==> config.mk <==
export PLATFORM = sky130hd
export DESIGN_NAME = firmware_upload_sender
export DESIGN_NICKNAME = d
export VERILOG_FILES = /design/src/sv/fus_pkg.sv /design/src/sv/firmware_upload_sender.sv
export SDC_FILE = /design/constraint.sdc
export NUM_CORES = 1
export LEC_CHECK = 0
export BUFFER_PORTS_ARGS = -buffer_cell sky130_fd_sc_hd__clkbuf_2
export CORE_ASPECT_RATIO = 0.7
export CORE_MARGIN = 1.5
export CORE_UTILIZATION = 45
export CTS_CLUSTER_DIAMETER = 200
export DETAILED_ROUTE_END_ITERATION = 16
export PLACE_DENSITY = 0.69
export SETUP_SLACK_MARGIN = 0.02
export SLEW_MARGIN = 0
export SYNTH_ARGS = -nofsm -noshare
export SYNTH_HDL_FRONTEND = slang
export SYNTH_SLANG_ARGS = --single-unit
export TNS_END_PERCENT = 5
==> constraint.sdc <==
create_clock -name clk -period 5.2 [get_ports clk]
set_clock_uncertainty 0.1 [all_clocks]
set_input_delay 0.26 -clock clk [delete_from_list [all_inputs] [get_ports clk]]
set_output_delay 0.26 -clock clk [all_outputs]
set_load 0.005 [all_outputs]
==> src/sv/fus_pkg.sv <==
`default_nettype none

package fus_pkg;

	// item taken in: start request or one timer tick with an optional reply
	typedef struct packed {
		logic       action;
		logic       reply_valid;
		logic [7:0] reply_status;
	} in_item_t;

	// item given out: report to send plus upload status
	typedef struct packed {
		logic        send_valid;
		logic [7:0]  report_code;
		logic [15:0] report_word;
		logic [7:0]  payload_length;
		logic [1:0]  status;
	} out_item_t;

	// action codes
	localparam logic ACT_START = 1'b0;
	localparam logic ACT_TICK  = 1'b1;

	// configuration register indexes
	localparam int unsigned CFG_INDEX_W = 3;
	localparam logic [CFG_INDEX_W-1:0] CFG_IMAGE_SIZE       = 3'd0;
	localparam logic [CFG_INDEX_W-1:0] CFG_IMAGE_CHECKSUM   = 3'd1;
	localparam logic [CFG_INDEX_W-1:0] CFG_ACK_VALUE        = 3'd2;
	localparam logic [CFG_INDEX_W-1:0] CFG_SIZE_REPORT_CODE = 3'd3;
	localparam logic [CFG_INDEX_W-1:0] CFG_DATA_REPORT_CODE = 3'd4;
	localparam logic [CFG_INDEX_W-1:0] CFG_SUM_REPORT_CODE  = 3'd5;

	// sequencer phases
	localparam logic [3:0] PH_IDLE     = 4'd0;
	localparam logic [3:0] PH_SIZE     = 4'd1;
	localparam logic [3:0] PH_SIZE_ACK = 4'd2;
	localparam logic [3:0] PH_DATA     = 4'd3;
	localparam logic [3:0] PH_DATA_ACK = 4'd4;
	localparam logic [3:0] PH_SUM      = 4'd5;
	localparam logic [3:0] PH_SUM_ACK  = 4'd6;
	localparam logic [3:0] PH_VER      = 4'd7;
	localparam logic [3:0] PH_DONE     = 4'd8;
	localparam logic [3:0] PH_FAIL     = 4'd9;

	// status codes
	localparam logic [1:0] ST_BUSY   = 2'd0;
	localparam logic [1:0] ST_IDLE   = 2'd1;
	localparam logic [1:0] ST_DONE   = 2'd2;
	localparam logic [1:0] ST_FAILED = 2'd3;

	// limits
	localparam logic [15:0] PACKET_MAX      = 16'd60;
	localparam logic [9:0]  SIZE_WAIT_LIMIT = 10'd1000;
	localparam logic [9:0]  ACK_WAIT_LIMIT  = 10'd50;
	localparam logic [3:0]  RETRY_LIMIT     = 4'd10;

	// reset values of the configuration registers
	localparam logic [7:0] ACK_VALUE_RST        = 8'd1;
	localparam logic [7:0] SIZE_REPORT_CODE_RST = 8'd1;
	localparam logic [7:0] DATA_REPORT_CODE_RST = 8'd2;
	localparam logic [7:0] SUM_REPORT_CODE_RST  = 8'd3;

endpackage

`default_nettype wire

==> src/sv/firmware_upload_sender.sv <==
// firmware upload sender: an accepted item is registered in stage 1, its result in the result register
// throughput one item per cycle while the output is not stalled; the limit is the sequencer update in stage 2
// stage 1 registers the incoming item, stage 2 updates state and loads the result register
// arst_n low: pipeline empty, phase idle, counters and offsets zero,
// configuration registers at their defaults (ack 1, report codes 1/2/3, size and sum 0)
`default_nettype none

module firmware_upload_sender (
	input  wire logic                             clk,
	input  wire logic                             arst_n,
	// configuration write port
	input  wire logic                             cfg_wr_en,
	input  wire logic [fus_pkg::CFG_INDEX_W-1:0]  cfg_index,
	input  wire logic [15:0]                      cfg_data,
	// input channel
	input  wire logic                             in_valid,
	output logic                                  in_stall,
	input  wire fus_pkg::in_item_t                in_item,
	// output channel
	output logic                                  out_valid,
	input  wire logic                             out_stall,
	output fus_pkg::out_item_t                    out_item
);

	// configuration registers
	logic [15:0] image_size_q;
	logic [15:0] image_checksum_q;
	logic [7:0]  ack_value_q;
	logic [7:0]  size_report_code_q;
	logic [7:0]  data_report_code_q;
	logic [7:0]  sum_report_code_q;

	// sequencer state
	logic [3:0]  phase_q;
	logic [15:0] bytes_left_q;
	logic [15:0] packet_offset_q;
	logic [9:0]  wait_ticks_q;
	logic [3:0]  retry_count_q;

	// stage 1: registered input item
	logic               valid_s1;
	fus_pkg::in_item_t  item_s1;

	// result register
	logic               out_valid_q;
	fus_pkg::out_item_t out_item_q;

	// next-state and result of the item in stage 1
	logic [3:0]  phase_d;
	logic [15:0] bytes_left_d;
	logic [15:0] packet_offset_d;
	logic [9:0]  wait_ticks_d;
	logic [3:0]  retry_count_d;
	fus_pkg::out_item_t res;

	// timeout bookkeeping shared by the data, checksum and version waits
	logic [9:0]  wt_inc;
	logic [3:0]  rc_inc;
	logic        wt_expired;
	logic        rc_exhausted;

	// size-ack wait counter path
	logic [9:0]  size_wt_base;
	logic [9:0]  size_wt_inc;

	logic        is_ack;
	logic        out_free;
	logic        adv_s1;

	// result register can take a new item when empty or being drained
	assign out_free = !out_valid_q || !out_stall;
	assign adv_s1   = valid_s1 && out_free;
	// stage 1 only holds when its item cannot move on
	assign in_stall = valid_s1 && !out_free;

	assign out_valid = out_valid_q;
	assign out_item  = out_item_q;

	// configuration writes, index beyond the list is dropped
	always_ff @(posedge clk or negedge arst_n) begin
		if (!arst_n) begin
			image_size_q       <= '0;
			image_checksum_q   <= '0;
			ack_value_q        <= fus_pkg::ACK_VALUE_RST;
			size_report_code_q <= fus_pkg::SIZE_REPORT_CODE_RST;
			data_report_code_q <= fus_pkg::DATA_REPORT_CODE_RST;
			sum_report_code_q  <= fus_pkg::SUM_REPORT_CODE_RST;
		end else if (cfg_wr_en) begin
			case (cfg_index)
				fus_pkg::CFG_IMAGE_SIZE:       image_size_q       <= cfg_data;
				fus_pkg::CFG_IMAGE_CHECKSUM:   image_checksum_q   <= cfg_data;
				fus_pkg::CFG_ACK_VALUE:        ack_value_q        <= cfg_data[7:0];
				fus_pkg::CFG_SIZE_REPORT_CODE: size_report_code_q <= cfg_data[7:0];
				fus_pkg::CFG_DATA_REPORT_CODE: data_report_code_q <= cfg_data[7:0];
				fus_pkg::CFG_SUM_REPORT_CODE:  sum_report_code_q  <= cfg_data[7:0];
				default: ;
			endcase
		end
	end

	// stage 1 valid
	always_ff @(posedge clk or negedge arst_n) begin
		if (!arst_n) begin
			valid_s1 <= 1'b0;
		end else if (!in_stall) begin
			valid_s1 <= in_valid;
		end
	end

	// stage 1 payload, no reset needed
	always_ff @(posedge clk) begin
		if (!in_stall && in_valid) begin
			item_s1 <= in_item;
		end
	end

	assign is_ack = (item_s1.reply_status == ack_value_q);

	// generic wait-tick timeout: counts a tick, on expiry counts a retry
	assign wt_inc       = wait_ticks_q + 10'd1;
	assign wt_expired   = (wt_inc > fus_pkg::ACK_WAIT_LIMIT);
	assign rc_inc       = retry_count_q + 4'd1;
	assign rc_exhausted = (rc_inc >= fus_pkg::RETRY_LIMIT);

	// size-ack wait: a reply restarts the count, this tick still counts
	assign size_wt_base = item_s1.reply_valid ? 10'd0 : wait_ticks_q;
	assign size_wt_inc  = size_wt_base + 10'd1;

	// sequencer step for the item in stage 1
	always_comb begin
		phase_d            = phase_q;
		bytes_left_d       = bytes_left_q;
		packet_offset_d    = packet_offset_q;
		wait_ticks_d       = wait_ticks_q;
		retry_count_d      = retry_count_q;
		res.send_valid     = 1'b0;
		res.report_code    = '0;
		res.report_word    = '0;
		res.payload_length = '0;

		if (item_s1.action == fus_pkg::ACT_START) begin
			// restart from the size report; wait and retry counts carry over
			bytes_left_d    = image_size_q;
			packet_offset_d = '0;
			phase_d         = fus_pkg::PH_SIZE;
		end else begin
			case (phase_q)
				fus_pkg::PH_SIZE: begin
					res.send_valid  = 1'b1;
					res.report_code = size_report_code_q;
					res.report_word = image_size_q;
					wait_ticks_d    = '0;
					phase_d         = fus_pkg::PH_SIZE_ACK;
				end
				fus_pkg::PH_SIZE_ACK: begin
					if (item_s1.reply_valid && is_ack) begin
						retry_count_d = '0;
						phase_d       = fus_pkg::PH_DATA;
					end
					// timeout here only restarts the wait
					wait_ticks_d = (size_wt_inc > fus_pkg::SIZE_WAIT_LIMIT) ? 10'd0 : size_wt_inc;
				end
				fus_pkg::PH_DATA: begin
					res.send_valid  = 1'b1;
					res.report_code = data_report_code_q;
					res.report_word = packet_offset_q;
					res.payload_length = (bytes_left_q > fus_pkg::PACKET_MAX) ?
						fus_pkg::PACKET_MAX[7:0] : bytes_left_q[7:0];
					phase_d         = fus_pkg::PH_DATA_ACK;
				end
				fus_pkg::PH_DATA_ACK: begin
					if (item_s1.reply_valid) begin
						// a non-ack reply is ignored; an ack keeps wait_ticks as is
						if (is_ack) begin
							if (bytes_left_q > fus_pkg::PACKET_MAX) begin
								bytes_left_d    = bytes_left_q - fus_pkg::PACKET_MAX;
								packet_offset_d = packet_offset_q + fus_pkg::PACKET_MAX;
								phase_d         = fus_pkg::PH_DATA;
							end else begin
								bytes_left_d    = '0;
								packet_offset_d = '0;
								phase_d         = fus_pkg::PH_SUM;
							end
						end
					end else if (wt_expired) begin
						wait_ticks_d  = '0;
						retry_count_d = rc_exhausted ? 4'd0 : rc_inc;
						phase_d       = rc_exhausted ? fus_pkg::PH_FAIL : fus_pkg::PH_DATA;
					end else begin
						wait_ticks_d = wt_inc;
					end
				end
				fus_pkg::PH_SUM: begin
					res.send_valid  = 1'b1;
					res.report_code = sum_report_code_q;
					res.report_word = image_checksum_q;
					wait_ticks_d    = '0;
					retry_count_d   = '0;
					phase_d         = fus_pkg::PH_SUM_ACK;
				end
				fus_pkg::PH_SUM_ACK: begin
					if (item_s1.reply_valid) begin
						// any reply other than ack fails the upload here
						if (is_ack) begin
							wait_ticks_d  = '0;
							retry_count_d = '0;
							phase_d       = fus_pkg::PH_VER;
						end else begin
							phase_d = fus_pkg::PH_FAIL;
						end
					end else if (wt_expired) begin
						wait_ticks_d  = '0;
						retry_count_d = rc_exhausted ? 4'd0 : rc_inc;
						phase_d       = rc_exhausted ? fus_pkg::PH_FAIL : fus_pkg::PH_SUM;
					end else begin
						wait_ticks_d = wt_inc;
					end
				end
				fus_pkg::PH_VER: begin
					if (item_s1.reply_valid && is_ack) begin
						phase_d = fus_pkg::PH_DONE;
					end else if (wt_expired) begin
						// timeout counts a retry but resends nothing
						wait_ticks_d  = '0;
						retry_count_d = rc_exhausted ? 4'd0 : rc_inc;
						phase_d       = rc_exhausted ? fus_pkg::PH_FAIL : fus_pkg::PH_VER;
					end else begin
						wait_ticks_d = wt_inc;
					end
				end
				// idle, done, failed and unused codes ignore ticks
				default: ;
			endcase
		end

		// status reflects the phase after this item
		case (phase_d)
			fus_pkg::PH_DONE: res.status = fus_pkg::ST_DONE;
			fus_pkg::PH_FAIL: res.status = fus_pkg::ST_FAILED;
			fus_pkg::PH_SIZE, fus_pkg::PH_SIZE_ACK, fus_pkg::PH_DATA, fus_pkg::PH_DATA_ACK,
			fus_pkg::PH_SUM, fus_pkg::PH_SUM_ACK, fus_pkg::PH_VER: res.status = fus_pkg::ST_BUSY;
			default: res.status = fus_pkg::ST_IDLE;
		endcase
	end

	// stage 2: sequencer state, updated once per item that moves on
	always_ff @(posedge clk or negedge arst_n) begin
		if (!arst_n) begin
			phase_q         <= fus_pkg::PH_IDLE;
			bytes_left_q    <= '0;
			packet_offset_q <= '0;
			wait_ticks_q    <= '0;
			retry_count_q   <= '0;
		end else if (adv_s1) begin
			phase_q         <= phase_d;
			bytes_left_q    <= bytes_left_d;
			packet_offset_q <= packet_offset_d;
			wait_ticks_q    <= wait_ticks_d;
			retry_count_q   <= retry_count_d;
		end
	end

	// result register valid
	always_ff @(posedge clk or negedge arst_n) begin
		if (!arst_n) begin
			out_valid_q <= 1'b0;
		end else if (out_free) begin
			out_valid_q <= valid_s1;
		end
	end

	// result register payload
	always_ff @(posedge clk) begin
		if (adv_s1) begin
			out_item_q <= res;
		end
	end

endmodule

`default_nettype wire

==> run_results.csv <==
group,metric,value,unit
status,status,"completed",
timing,slew_violations,0,
layout,final_cells,1046,
yosys,synth-adder-area-share,0.0128,
routing,via_per_inst,5.76,
setup_path,cp_cell_sequence,"nor2_1 -> ha_1 -> nand3_1 -> or4_1 -> a221oi_1 -> a31oi_1 -> nand2b_1 -> o21ai_1 -> a22o_1",
global_routing,grt_util_all_layers,0.215,
yosys,yosys_most_used_dff,"dfrtp_1",
layout,nets,844,
timing,finalSetupViolCount,0,
timing,slew_headroom,0.141,
power,p_total,3.78,mW
timing,rsz0062_at_grt,"false",
place,io_buffers,70,
layout,area_delta_synth_final,17.3,%
setup_path,critical-path-max-stage-delay,710,ps
routing,drt-wirelength-per-cell,18.1,um
floorplan,pin_count,71,
yosys,netlist_instances,719,
clock_network,h-tree-depth,4,
routing,num_vias,6020,
yosys,synthMuxAreaShare,0.0877,
place,post-dp-hpwl,12.4,mm
clock_network,ctsResizeCount,0,
power,p_per_area,413,nW/um^2
setup_path,arrival,3610,ps
floorplan,die_h,113,um
yosys,yosysUniqueCellTypes,69,
setup_path,crit_buf_inv,0,
clock_network,postCtsHoldBufs,20,
setup_path,crit_required,5410,ps
yosys,ys_ff_latch,159,
setup_path,cp_slowest_cell,"edfxtp_1",
yosys,syn_avg_cell_area,10.9,um^2
timing,fin_ws,1810,ps
yosys,synth_area_leaders,"dfrtp_1 35%, edfxtp_1 17%, mux2_2 8.5%",
routing,wl,19.0,mm
setup_path,worstSetupStartpoint,"item_s1[8]$_DFFE_PP_",
setup_path,r2r_start,"item_s1[8]$_DFFE_PP_",
layout,final_util,0.536,
layout,num_antenna_cells,0,
setup_path,r2r-end,"wait_ticks_q[8]$_DFFE_PN0P_",
routing,route.detailed.drc,0,
hold_path,hp-class,"input port to register",
clock_network,cts_setup_buffers,0,
layout,drive_gt1_frac,0.242,
global_routing,antenna_found_initial,0,
setup_path,reg2regPathDepth,9,
clock_network,clk_pin_slew,70,ps
clock_network,cts_made_buffers,17,
yosys,syn_area,7800,um^2
power,peakVddDrop,0.232,mV
yosys,synth_top_family_by_area,"compound AO/OA/AOI/OAI gates",
setup_path,cp-endpoint,"wait_ticks_q[8]$_DFFE_PN0P_",
setup_path,cp.depth,9,
place,gp_congestion,0.876,
global_routing,grt_max_degree,60,
job,cap_violations,0,
timing,hold_viol_final,0,
clock_network,clk_latency,430,ps
layout,fill_cells,1476,
timing,layout_min_cycle_time,3390,ps
setup_path,criticalPathCategory,"register to register",
global_routing,overflow,0,
timing,fmaxAchievable,295,MHz
setup_path,cp-start-kind,"register",
yosys,synth_compound_area_frac,0.160,
yosys,netlist_top_cells_count,"109 x dfrtp_1, 71 x o21ai_0, 66 x nor2_1",
yosys,synth_largest_area_cell,"dfrtp_1",
yosys,yosysWarnings,0,
clock_network,cts_sinks,159,
floorplan,num_rows,40,
global_routing,grt_pass1_wl,30.4,mm
setup_path,crit_fanout,26,
clock_network,tritoncts,"yes",
yosys,async_flop_share,0.717,
timing,worstMarginPinSlew,1280,ps
floorplan,dieWidth,160,um
setup_path,crit_family,"simple AND/OR/NAND/NOR gates",
setup_path,endpoint_kind,"register",
timing,fin_crit_sh,0.652,
yosys,synth-edff-count,45,
yosys,synth-simple-area-share,0.156,
clock_network,cts.path.max_buffers,2,
floorplan,initial_utilization,0.457,
place,place_ws,1850,ps
setup_path,rrSetupSlack,1810,ps
routing,drt-initial-drc-count,623,
yosys,synthXorXnorAreaFrac,0.0157,
clock_network,cts-root-buf,"clkbuf_16",
floorplan,die-area,18200,um^2
routing,drt_first_pass_iters,6,
yosys,synth-seq-area-share,0.540,
yosys,yosys.cell_count.top_type,"dfrtp_1",
place,dp_cells,994,
routing,ant_nets,0,
yosys,yosysTopAreaCellShare,0.350,
timing,setup_tns,0,ps
floorplan,core_area,17100,um^2
power,p_leak,3.79,nW
global_routing,grt_pass1_vias,5575,
flip-flops by register name (all words and copies together), names as in the netlist, 10 cells and up:
register          flops
bytes_left_q         16
out_item             35
image_size_q         16
wait_ticks_q         10
packet_offset_q      14
item_s1              10
image_checksum_q     16
per-layer routing:
layer / wire [um] / up-vias / global-route usage
li1: - / 2843 / -
met1: 9440 / 2946 / 0.325
met2: 8160 / 210 / 0.311
met3: 1130 / 21 / 0.0458
met4: 246 / 0 / 0.0573
met5: 0 / - / 0
stage by stage:
step | hold slack, ps | area [um^2]
after global routing | 13.7 | 9150
after detailed placement | 260 | 8370
after floorplan | -136 | 7810
after global placement | 266 | 8370
final | 15.5 | 9150
after CTS | 4.86 | 9150
final cells by class:
| class | count | area (um^2) | share of cell area |
|---|---|---|---|
| Sequential cell | 159 | 4210 | 0.460 |
| Timing Repair Buffer | 96 | 598 | 0.0654 |
| Inverter | 21 | 78.8 | 0.00862 |
| Clock inverter | 14 | 149 | 0.0163 |
| Clock buffer | 18 | 429 | 0.0469 |
| Tap cell | 231 | 289 | 0.0316 |
| Multi-Input combinational cell | 507 | 3390 | 0.371 |
where the power goes:
group | internal [mW] | switching, mW | leakage [nW] | total [mW]
Combinational | 0.343 | 0.452 | 1.65 | 0.794
Sequential | 1.53 | 0.221 | 1.86 | 1.75
Clock | 0.679 | 0.560 | 0.284 | 1.24
cell families (layout without fill, tap and decap cells):
group,count (synthesis),after routing
flip-flops,159,159
multiplexers,61,61
adder cells (fa/ha/maj),8,8
buffers and inverters,54,149
XOR/XNOR,14,14
AO/OA/AOI/OAI,189,189
other,1,2
AND/OR/NAND/NOR,233,233
worst register-to-register path, delay by kind of cell, from the launching register on:
kind,cells,cell delay [ps]
adders and majority gates,1,260
and+or+nand+nor,4,1170
DFF,1,710
AOI/OAI and AO/OA,4,1030
worst min-delay path by stage:
stage / endpoint / start / slack, ps / depth (start not counted)
global route: image_checksum_q[15]$_DFFE_PN0P_ / cfg_data[15] / 10 / 2
detailed placement: ack_value_q[3]$_DFFE_PN0P_ / arst_n / 260 / 1
finish: image_checksum_q[15]$_DFFE_PN0P_ / cfg_data[15] / 20 / 2
global placement: ack_value_q[3]$_DFFE_PN0P_ / arst_n / 270 / 1
floorplan: ack_value_q[1]$_DFFE_PN0P_ / arst_n / -140 / 0
CTS: image_checksum_q[15]$_DFFE_PN0P_ / cfg_data[15] / 5 / 2
cell usage in the layout (no fill, tap or decap), drive strengths merged, types with 20 or more instances in the layout:
cell type / count
nor2: 66
a222oi: 22
inv: 27
o21ai: 78
mux2: 59
clkbuf: 87
dfrtp: 109
edfxtp: 45
a21oi: 24
nand2b: 20
nand2: 52
dlygate4sd3: 20
Note: power is estimated with default switching activity, not from simulation.
